### config.mk
export PLATFORM = sky130hd
export DESIGN_NAME = binary_mask_fmeasure
export DESIGN_NICKNAME = d
export VERILOG_FILES = /design/src/hw/rtl/bmf_pkg.sv /design/src/hw/rtl/bmf_ctrl.sv /design/src/hw/rtl/bmf_dp.sv /design/src/hw/rtl/binary_mask_fmeasure.sv
export VERILOG_INCLUDE_DIRS = /design/src /design/src/hw/rtl
export SDC_FILE = /design/constraint.sdc
export NUM_CORES = 1
export LEC_CHECK = 0
export ABC_AREA = 1
export BUFFER_PORTS_ARGS = -buffer_cell sky130_fd_sc_hd__buf_2
export CAP_MARGIN = 25
export CORE_MARGIN = 2
export CORE_UTILIZATION = 63
export DETAILED_ROUTE_END_ITERATION = 6
export PLACE_DENSITY = 0.79
export SETUP_SLACK_MARGIN = 0.5
export SKIP_LAST_GASP = 1
export SLEW_MARGIN = 10
export SYNTH_ARGS = -nofsm -noshare
export SYNTH_HDL_FRONTEND = slang
export SYNTH_HIERARCHICAL = 1
export SYNTH_SLANG_ARGS = --single-unit
export TNS_END_PERCENT = 20
### constraint.sdc
create_clock -name aclk -period 10.9 [get_ports aclk]
set_input_delay 1.635 -clock aclk [delete_from_list [all_inputs] [get_ports aclk]]
set_output_delay 1.635 -clock aclk [all_outputs]
set_load 0.01 [all_outputs]
### src/hw/rtl/binary_mask_fmeasure_assert.svh
// assertion macros for the binary mask f-measure block
// used by binary_mask_fmeasure.sv, expects aclk and aresetn in scope
`ifndef BINARY_MASK_FMEASURE_ASSERT_SVH
`define BINARY_MASK_FMEASURE_ASSERT_SVH

// same-cycle implication
`define BMF_ASSERT_NOW(lbl, ante, cons) \
    lbl: assert property (@(posedge aclk) disable iff (!aresetn) (ante) |-> (cons)) \
        else $error("bmf assertion failed");

// next-cycle implication
`define BMF_ASSERT_NEXT(lbl, ante, cons) \
    lbl: assert property (@(posedge aclk) disable iff (!aresetn) (ante) |=> (cons)) \
        else $error("bmf assertion failed");

`endif

### src/hw/rtl/bmf_pkg.sv
// shared constants, types and command/status structs of the f-measure block
// no dependencies
`default_nettype none

package bmf_pkg;

    localparam int COUNT_BITS   = 24;
    localparam int PIX_W        = 8;
    localparam int OUT_CNT_W    = 24;
    localparam int SCORE_W      = 15;
    localparam int SCALE2_W     = 16;
    localparam int NUM_W        = COUNT_BITS + SCALE2_W;
    localparam int DEN_W        = COUNT_BITS + 2;
    localparam int STEP_W       = $clog2(SCORE_W);

    localparam logic [SCALE2_W-1:0] SCALE2       = SCALE2_W'(51200);
    localparam logic [PIX_W-1:0]    THRESH_RESET = PIX_W'(100);
    localparam logic [STEP_W-1:0]   STEP_LAST    = STEP_W'(SCORE_W - 1);

    typedef logic [COUNT_BITS-1:0] count_t;
    typedef logic [OUT_CNT_W-1:0]  out_cnt_t;
    typedef logic [NUM_W-1:0]      num_t;
    typedef logic [DEN_W-1:0]      den_t;
    typedef logic [SCORE_W-1:0]    score_t;
    typedef logic [PIX_W-1:0]      pix_t;

    typedef struct packed {
        logic count_en;
        logic load;
        logic div_step;
        logic out_load;
    } bmf_cmd_t;

    typedef struct packed {
        logic div_done;
        logic out_free;
    } bmf_sts_t;

endpackage

`default_nettype wire

### src/hw/rtl/bmf_ctrl.sv
// controller state machine: accumulate, load divider, divide, hand off result
// depends on bmf_pkg
`default_nettype none

module bmf_ctrl
    import bmf_pkg::*;
(
    input  wire logic     aclk,
    input  wire logic     aresetn,
    input  wire logic     s_valid,
    input  wire logic     s_last_pixel,
    output logic          s_ready,
    input  wire bmf_sts_t sts,
    output bmf_cmd_t      cmd
);

    typedef enum logic [3:0] {
        ST_ACCUM  = 4'b0001,
        ST_LOAD   = 4'b0010,
        ST_DIVIDE = 4'b0100,
        ST_DONE   = 4'b1000
    } state_t;

    state_t state_reg;
    state_t state_next;

    always_ff @(posedge aclk) begin
        if (!aresetn) begin
            state_reg <= ST_ACCUM;
        end else begin
            state_reg <= state_next;
        end
    end

    assign s_ready = (state_reg == ST_ACCUM);

    always_comb begin
        state_next   = state_reg;
        cmd          = '0;
        unique case (state_reg)
            ST_ACCUM: begin
                cmd.count_en = s_valid;
                if (s_valid && s_last_pixel) begin
                    state_next = ST_LOAD;
                end
            end
            ST_LOAD: begin
                cmd.load   = 1'b1;
                state_next = ST_DIVIDE;
            end
            ST_DIVIDE: begin
                cmd.div_step = 1'b1;
                if (sts.div_done) begin
                    state_next = ST_DONE;
                end
            end
            ST_DONE: begin
                cmd.out_load = sts.out_free;
                if (sts.out_free) begin
                    state_next = ST_ACCUM;
                end
            end
            default: begin
                state_next = ST_ACCUM;
            end
        endcase
    end

endmodule

`default_nettype wire

### src/hw/rtl/bmf_dp.sv
// datapath: threshold register, saturating counters, scaled product,
// restoring divider and output register; depends on bmf_pkg
`default_nettype none

module bmf_dp
    import bmf_pkg::*;
(
    input  wire logic     aclk,
    input  wire logic     aresetn,
    input  wire logic     cfg_valid,
    input  wire pix_t     cfg_text_threshold,
    input  wire pix_t     s_truth_pixel,
    input  wire pix_t     s_test_pixel,
    input  wire bmf_cmd_t cmd,
    output bmf_sts_t      sts,
    input  wire logic     m_ready,
    output logic          m_valid,
    output score_t        m_score,
    output out_cnt_t      m_true_pos,
    output out_cnt_t      m_false_neg,
    output out_cnt_t      m_false_pos,
    output logic          m_no_match,
    output logic          m_saturated
);

    localparam count_t CNT_MAX = '1;

    pix_t        thr_reg;
    count_t      tp_reg, fn_reg, fp_reg;
    logic        sat_reg;
    den_t        den_reg, rem_reg;
    score_t      quo_reg;
    logic [STEP_W-1:0] step_reg;
    out_cnt_t    snap_tp_reg, snap_fn_reg, snap_fp_reg;
    logic        snap_nm_reg, snap_sat_reg;
    logic        m_valid_reg;
    score_t      m_score_reg;
    out_cnt_t    m_tp_reg, m_fn_reg, m_fp_reg;
    logic        m_nm_reg, m_sat_reg;

    logic        truth_text, test_text;
    logic        bump_tp, bump_fn, bump_fp;
    count_t      bump_cnt;
    logic        bump_sat;
    num_t        product;
    logic [DEN_W:0] trial;
    logic        ge;

    assign truth_text = (s_truth_pixel <= thr_reg);
    assign test_text  = (s_test_pixel <= thr_reg);
    assign bump_tp    = cmd.count_en && truth_text && test_text;
    assign bump_fn    = cmd.count_en && truth_text && !test_text;
    assign bump_fp    = cmd.count_en && !truth_text && test_text;

    // selected counter and whether it lands on its maximum
    always_comb begin
        priority if (bump_tp) begin
            bump_cnt = tp_reg;
        end else if (bump_fn) begin
            bump_cnt = fn_reg;
        end else begin
            bump_cnt = fp_reg;
        end
    end
    assign bump_sat = &bump_cnt[COUNT_BITS-1:1];

    assign product = num_t'(tp_reg) * num_t'(SCALE2);
    assign trial   = {rem_reg, quo_reg[SCORE_W-1]};
    assign ge      = (trial >= {1'b0, den_reg});

    assign sts.div_done = (step_reg == STEP_LAST);
    assign sts.out_free = !m_valid_reg || m_ready;

    // config register and counters
    always_ff @(posedge aclk) begin
        if (!aresetn) begin
            thr_reg <= THRESH_RESET;
            tp_reg  <= '0;
            fn_reg  <= '0;
            fp_reg  <= '0;
            sat_reg <= 1'b0;
        end else begin
            if (cfg_valid) begin
                thr_reg <= cfg_text_threshold;
            end
            if (cmd.load) begin
                tp_reg  <= '0;
                fn_reg  <= '0;
                fp_reg  <= '0;
                sat_reg <= 1'b0;
            end else begin
                if (bump_tp && tp_reg != CNT_MAX) begin
                    tp_reg <= tp_reg + count_t'(1);
                end
                if (bump_fn && fn_reg != CNT_MAX) begin
                    fn_reg <= fn_reg + count_t'(1);
                end
                if (bump_fp && fp_reg != CNT_MAX) begin
                    fp_reg <= fp_reg + count_t'(1);
                end
                if ((bump_tp || bump_fn || bump_fp) && bump_sat) begin
                    sat_reg <= 1'b1;
                end
            end
        end
    end

    // divider: remainder starts at product >> SCORE_W since quotient < 2^SCORE_W
    always_ff @(posedge aclk) begin
        if (!aresetn) begin
            step_reg <= '0;
        end else if (cmd.load) begin
            step_reg <= '0;
        end else if (cmd.div_step) begin
            step_reg <= step_reg + STEP_W'(1);
        end
    end

    always_ff @(posedge aclk) begin
        if (cmd.load) begin
            den_reg      <= den_t'({tp_reg, 1'b0}) + den_t'(fn_reg) + den_t'(fp_reg);
            rem_reg      <= den_t'(product[NUM_W-1:SCORE_W]);
            quo_reg      <= product[SCORE_W-1:0];
            snap_tp_reg  <= out_cnt_t'(tp_reg);
            snap_fn_reg  <= out_cnt_t'(fn_reg);
            snap_fp_reg  <= out_cnt_t'(fp_reg);
            snap_nm_reg  <= (tp_reg == '0);
            snap_sat_reg <= sat_reg;
        end else if (cmd.div_step) begin
            rem_reg <= ge ? den_t'(trial - {1'b0, den_reg}) : den_t'(trial);
            quo_reg <= {quo_reg[SCORE_W-2:0], ge};
        end
    end

    // result register
    always_ff @(posedge aclk) begin
        if (!aresetn) begin
            m_valid_reg <= 1'b0;
        end else if (cmd.out_load) begin
            m_valid_reg <= 1'b1;
        end else if (m_ready) begin
            m_valid_reg <= 1'b0;
        end
    end

    always_ff @(posedge aclk) begin
        if (cmd.out_load) begin
            m_score_reg <= snap_nm_reg ? '0 : quo_reg;
            m_tp_reg    <= snap_tp_reg;
            m_fn_reg    <= snap_fn_reg;
            m_fp_reg    <= snap_fp_reg;
            m_nm_reg    <= snap_nm_reg;
            m_sat_reg   <= snap_sat_reg;
        end
    end

    assign m_valid     = m_valid_reg;
    assign m_score     = m_score_reg;
    assign m_true_pos  = m_tp_reg;
    assign m_false_neg = m_fn_reg;
    assign m_false_pos = m_fp_reg;
    assign m_no_match  = m_nm_reg;
    assign m_saturated = m_sat_reg;

endmodule

`default_nettype wire

### src/hw/rtl/binary_mask_fmeasure.sv
// top level of the binary mask f-measure block
// depends on bmf_pkg, bmf_ctrl, bmf_dp and binary_mask_fmeasure_assert.svh
//
//   channel   direction  payload
//   cfg       in         text_threshold (8b)
//   s         in         truth_pixel, test_pixel, last_pixel
//   m         out        score, true_pos, false_neg, false_pos, no_match, saturated
//
// one pixel item per cycle while accumulating
// a last item is followed by a load step and SCORE_W (15) restoring divider
// steps, then the result is handed to the output register once it is free
// s_ready stays low until the result register can take the new result
// synchronous active-low reset, threshold resets to 100, counters to zero
`default_nettype none

`include "binary_mask_fmeasure_assert.svh"

module binary_mask_fmeasure
    import bmf_pkg::*;
(
    input  wire logic     aclk,
    input  wire logic     aresetn,
    input  wire logic     cfg_valid,
    output logic          cfg_ready,
    input  wire pix_t     cfg_text_threshold,
    input  wire logic     s_valid,
    output logic          s_ready,
    input  wire pix_t     s_truth_pixel,
    input  wire pix_t     s_test_pixel,
    input  wire logic     s_last_pixel,
    output logic          m_valid,
    input  wire logic     m_ready,
    output score_t        m_score,
    output out_cnt_t      m_true_pos,
    output out_cnt_t      m_false_neg,
    output out_cnt_t      m_false_pos,
    output logic          m_no_match,
    output logic          m_saturated
);

    bmf_cmd_t cmd;
    bmf_sts_t sts;

    assign cfg_ready = 1'b1;

    bmf_ctrl u_ctrl (
        .aclk         (aclk),
        .aresetn      (aresetn),
        .s_valid      (s_valid),
        .s_last_pixel (s_last_pixel),
        .s_ready      (s_ready),
        .sts          (sts),
        .cmd          (cmd)
    );

    bmf_dp u_dp (
        .aclk               (aclk),
        .aresetn            (aresetn),
        .cfg_valid          (cfg_valid),
        .cfg_text_threshold (cfg_text_threshold),
        .s_truth_pixel      (s_truth_pixel),
        .s_test_pixel       (s_test_pixel),
        .cmd                (cmd),
        .sts                (sts),
        .m_ready            (m_ready),
        .m_valid            (m_valid),
        .m_score            (m_score),
        .m_true_pos         (m_true_pos),
        .m_false_neg        (m_false_neg),
        .m_false_pos        (m_false_pos),
        .m_no_match         (m_no_match),
        .m_saturated        (m_saturated)
    );

    `BMF_ASSERT_NEXT(a_busy_after_last, s_valid && s_ready && s_last_pixel, !s_ready && cmd.load)
    `BMF_ASSERT_NEXT(a_load_shows_result, cmd.out_load, m_valid)
    `BMF_ASSERT_NOW(a_no_match_zero, m_valid && m_no_match, m_score == '0)
    `BMF_ASSERT_NOW(a_load_when_free, cmd.out_load, !m_valid || m_ready)

endmodule

`default_nettype wire
[Word-level counts from Yosys, hierarchy flattened]
Index checks and enable logic that the tools add are counted.
Cells by class
  add/subtract/negate cells: 7
  multiply operators: 1
  div/mod/pow operators: 0
  $lt $le $gt $ge: 3
  equal/unequal tests: 11
  shifts and indexed selects: 0
  multiplexer cells: 17
  bitwise gates (word level): 1
  reductions and logical operators: 22
Operators by type and width (count)
  24-bit by 1-bit adder with 24-bit output (second input constant): 3
  24-bit != test (second input constant): 3
  25-bit two-way mux: 2
  24-bit two-way mux: 2
  15-bit two-way mux: 2
  24-bit by 5-bit multiplier with 29-bit output (second input constant): 1
  27-bit by 26-bit greater-or-equal comparator with 1-bit output: 1
  25-bit by 24-bit adder with 26-bit output: 1
  26-bit by 24-bit adder with 26-bit output: 1
  26-bit two-way mux: 1
  26-bit subtractor: 1
  24-bit logical NOT: 1
  23-bit AND reduction: 1
  8-bit less-or-equal comparator: 2
  4-bit one-hot mux with 4 select lines: 1
  4-bit two-way mux: 3
  1-bit logical AND: 10
  4-bit equality test (second input constant): 2
  1-bit two-way mux: 6
  4-bit by 1-bit adder with 4-bit output (second input constant): 1
  4-bit by 1-bit equality test with 1-bit output (second input constant): 1
  4-bit by 2-bit equality test with 1-bit output (second input constant): 1
  4-bit by 3-bit equality test with 1-bit output (second input constant): 1
  2-bit by 1-bit != test with 1-bit output (second input constant): 2
  other kinds (7): 12
Word-level totals
  bits in registers: 320
  bits in latches: 0
  RAM bits: 0
  memory bits (read-only): 0
  bits of input ports: 30
  output and inout port bits: 92
  word-level logic and storage cells: 86
  memories: 0

[Longest topological paths before layout]
  word-level depth: 8
  depth in mapped cells: 22
  mapped depth without buffers: 20

[By module]
The synthesis kept the hierarchy.
Modules (own cells, without submodules)
  bmf_dp: times used 1, cells an instance 1958, area an instance 18392.6 um2, seq. area each 8508.2 um2
  bmf_ctrl: times used 1, cells an instance 40, area an instance 266.5 um2, seq. area each 80.1 um2
  binary_mask_fmeasure: times used 1, cells an instance 2, area an instance 11.3 um2, seq. area each 0.0 um2

[Worst setup path before layout]
OpenSTA, ideal clock, no wires.
  path kind: in2reg
  start: in m_ready
  end: reg u_dp.m_fn_reg[0] (netlist: u_dp/m_false_neg[0]) (enable)
  setup time: 538 ps
  arrival time: 5525 ps
  data required time: 10362 ps
  path slack: 4837 ps
  stages on the path: 4
  buffers on the path: 0
  cells stage by stage: inv_1 nand2_1 inv_1 nor2_1
RTL lines
  from (decl): RTL line binary_mask_fmeasure.sv:32  | input wire logic m_ready,
  to (signal assigned): RTL line bmf_dp.sv:150  | m_fn_reg <= snap_fn_reg;
  to (decl): RTL line bmf_dp.sv:38  | out_cnt_t m_tp_reg, m_fn_reg, m_fp_reg;

[Worst setup path in the final report]
  start: reg u_dp.tp_reg[6]
  end: reg u_dp.rem_reg[15] (data pin)
Between the ends
  longest elaborated chain between the ends: 2
Ends and longest elaborated chain
  from (decl): RTL line bmf_dp.sv:29  | count_t tp_reg, fn_reg, fp_reg;
  from (signal assigned): RTL line bmf_dp.sv:93  | tp_reg <= tp_reg + count_t'(1);
  24-bit by 5-bit multiplier with 29-bit output: RTL line bmf_dp.sv:67  | assign product = num_t'(tp_reg) * num_t'(SCALE2);
  25-bit two-way mux: RTL line bmf_dp.sv:120  | if (cmd.load) begin
  to (signal assigned): RTL line bmf_dp.sv:122  | rem_reg <= den_t'(product[NUM_W-1:SCORE_W]);
  to (signal assigned): RTL line bmf_dp.sv:130  | rem_reg <= ge ? den_t'(trial - {1'b0, den_reg}) : den_t'(trial);
  to (decl): RTL line bmf_dp.sv:31  | den_t den_reg, rem_reg;
Every way passes these cells.
A chain may end at the register's enable or synchronous reset.

==> run metrics <==
DRT antenna net count=0; I/O Buffers=120; die area=31000 sq um; final WL=48800 um; Clock Path Buffers=3; RSZ-0062 raised after global routing=false; clock sinks=320; nets=2368; Antenna Cells=0; PostCTS Resize Cnt=0; H-tree Lvls=2; row count=63; top_reg_cell synth=edfxtp_1; YS warnings=6; Final Max Slew Viols=0; Layout area overhead=11.8%; most frequent cells in the layout=nand2_1 (316), inv_1 (283), edfxtp_1 (218); initial antenna violation count=0; setup bufs post-CTS=0; CTS Hold Bufs=0; fin crit share=0.373; syn_nets=between 2000 and 2500; post-synthesis cell area=18700 sq um; Crit path arrival time=4.34 ns; clock slew at reported path FFs=0.07 ns; Finish-stage setup viols=0; first-pass GRT wire length=76500 um; CTS buffer count=34; fmax=246 MHz; Synth async-reset ratio=0; clk root buf=clkbuf_16; # IOs=122; Non-Filler Instances=2549; post-synth top area cell=edfxtp_1; synth unique cells=62; Initial DRT Pass Iterations=5; relative slew slack=0.434; DRC=0; post-synthesis sequential area ratio=0.460; Area contributors post-synth=edfxtp_1 (35%), dfxtp_1 (11%), ha_1 (11%), nand2_1 (6.4%), inv_1 (5.7%); Critical Path RT=11.18 ns; Syn Inst Count=2000; clk_skew=0.0106 ns; Yosys top cell area share=0.351; TritonCTS clock tree=built; final non-filler cell area=20900 sq um; GPL Wtd Cong=0.940; 1st-iter DRT viols=1509; initial core utilization=0.635; Final Power=3.04 mW; CP max FO=7; DP HPWL=35300 um; Max IR drop VDD=approximately 0.13 mV; Max-cap violations=0; Worst-Margin Slew=approximately 0.85 ns; via count=14800; layout cells sized above 1=0.114; die span in y=approximately 180 um; r2r setup slk=6.84 ns; per-cell routed wire length=19.2 um; Hold Slack=0.409 ns; Placed Cells=~2500; Post-DP Area=roughly 20000 sq um; Leak=8.95 nW; Tot GR Track Use=0.317; result of the run=finished clean; worst hold path class=reg -> reg; vias in the first global route=14100; pin count of the biggest net entering global routing=65; placeable core area=29400 sq um; Mean Syn Cell Area=approximately 9.3 sq um; CP Capture Type=register; Yosys reg bits=320; Via-to-Cell Ratio=around 5.8; EDFF count, synth=between 200 and 250; critical path class=reg -> reg; gr ovfl total=0; insertion delay to the later sink of the worst-skew pair=0.54 ns; commonest non-fill, non-tap cell in the layout=nand2_1; crit start category=register; setup TNS=0 ns; Die Wd=176 um; pwr dens=145 nW/um^2; post-route minimum period=a little over 4 ns; final hold viol count=0
stage by stage:
| step | utilization | worst slack [ns] |
|---|---|---|
| 2_1_floorplan | - | 4.84 |
| 3_3_place_gp | 0.669 | 6.71 |
| 3_5_place_dp | 0.669 | 6.67 |
| 4_1_cts | 0.710 | 6.94 |
| 5_1_grt | 0.710 | 6.56 |
| 6_report | 0.710 | 6.84 |
routing by layer:
layer  vias up  global-route usage  wire length [um]
met5         -                   0                 0
met4         0              0.0906              1480
met2       647               0.510             22300
met3       111              0.0459              3930
met1      6921               0.450             21100
li1       7082                   -                 -
path summary, 6_finish.rpt:
check,startpoint,to,cells after the start
max,u_dp/tp_reg[6],u_dp/rem_reg[15],15
min,u_dp/snap_fn_reg[0],u_dp/m_false_neg[0],0
max reg2reg,u_dp/tp_reg[6],u_dp/rem_reg[15],15
min reg2reg,u_dp/snap_fn_reg[0],u_dp/m_false_neg[0],0
power breakdown:
group	switching, mW	internal (mW)
Clock	0.493	0.758
Combinational	0.262	0.118
Sequential	0.0318	1.37
cells by family (layout without fill, tap and decap cells):
| logic type | count (synthesis) | in the layout | synth area share |
|---|---|---|---|
| and+or+nand+nor | 696 | 696 | 0.171 |
| AOI/OAI and AO/OA | 385 | 385 | 0.114 |
| buffers and inverters | 329 | 488 | 0.0700 |
| DFF | 320 | 320 | 0.460 |
| adders and majority gates | 205 | 205 | 0.155 |
| xor gates and xnor gates | 64 | 64 | 0.0300 |
| other | 1 | 1 | 0.000201 |
synthesized netlist by cell type, types with 7 or more instances:
library cell    n
nand2_1       316
inv_1         285
edfxtp_1      218
a21oi_1       180
ha_1          161
nor2_1        154
o21ai_0       119
dfxtp_1       102
nand3_1        78
nor3_1         51
fa_1           44
nand4_1        40
xor2_1         36
xnor2_1        28
clkbuf_1       18
o22ai_1        14
a21o_1         11
nand2_2        11
a31oi_1         9
nor4_1          8
o21bai_1        8
o21a_1          7
o21ai_1         7
critical path: stages, from the launching register on:
cell     delay, ns
dfxtp_1       0.63
inv_1         0.15
ha_1          0.33
ha_1          0.28
inv_1         0.05
fa_1          0.50
inv_1         0.04
ha_1          0.34
a21oi_1       0.21
o21ai_0       0.11
a21oi_1       0.21
inv_1         0.14
a21oi_1       0.27
nor2_1        0.06
o21ai_0       0.39
nand2_1       0.09
layout make-up:
type / instances / area, sq um
sequential: 320 / 8590
fill: 2168 / 8520
clock buffer: 41 / 887
multi-input combinational: 1351 / 8790
tap: 390 / 488
inverter: 292 / 1100
clock inverter: 21 / 322
timing repair buffer: 134 / 706
Power figures use the tool's default switching activity.
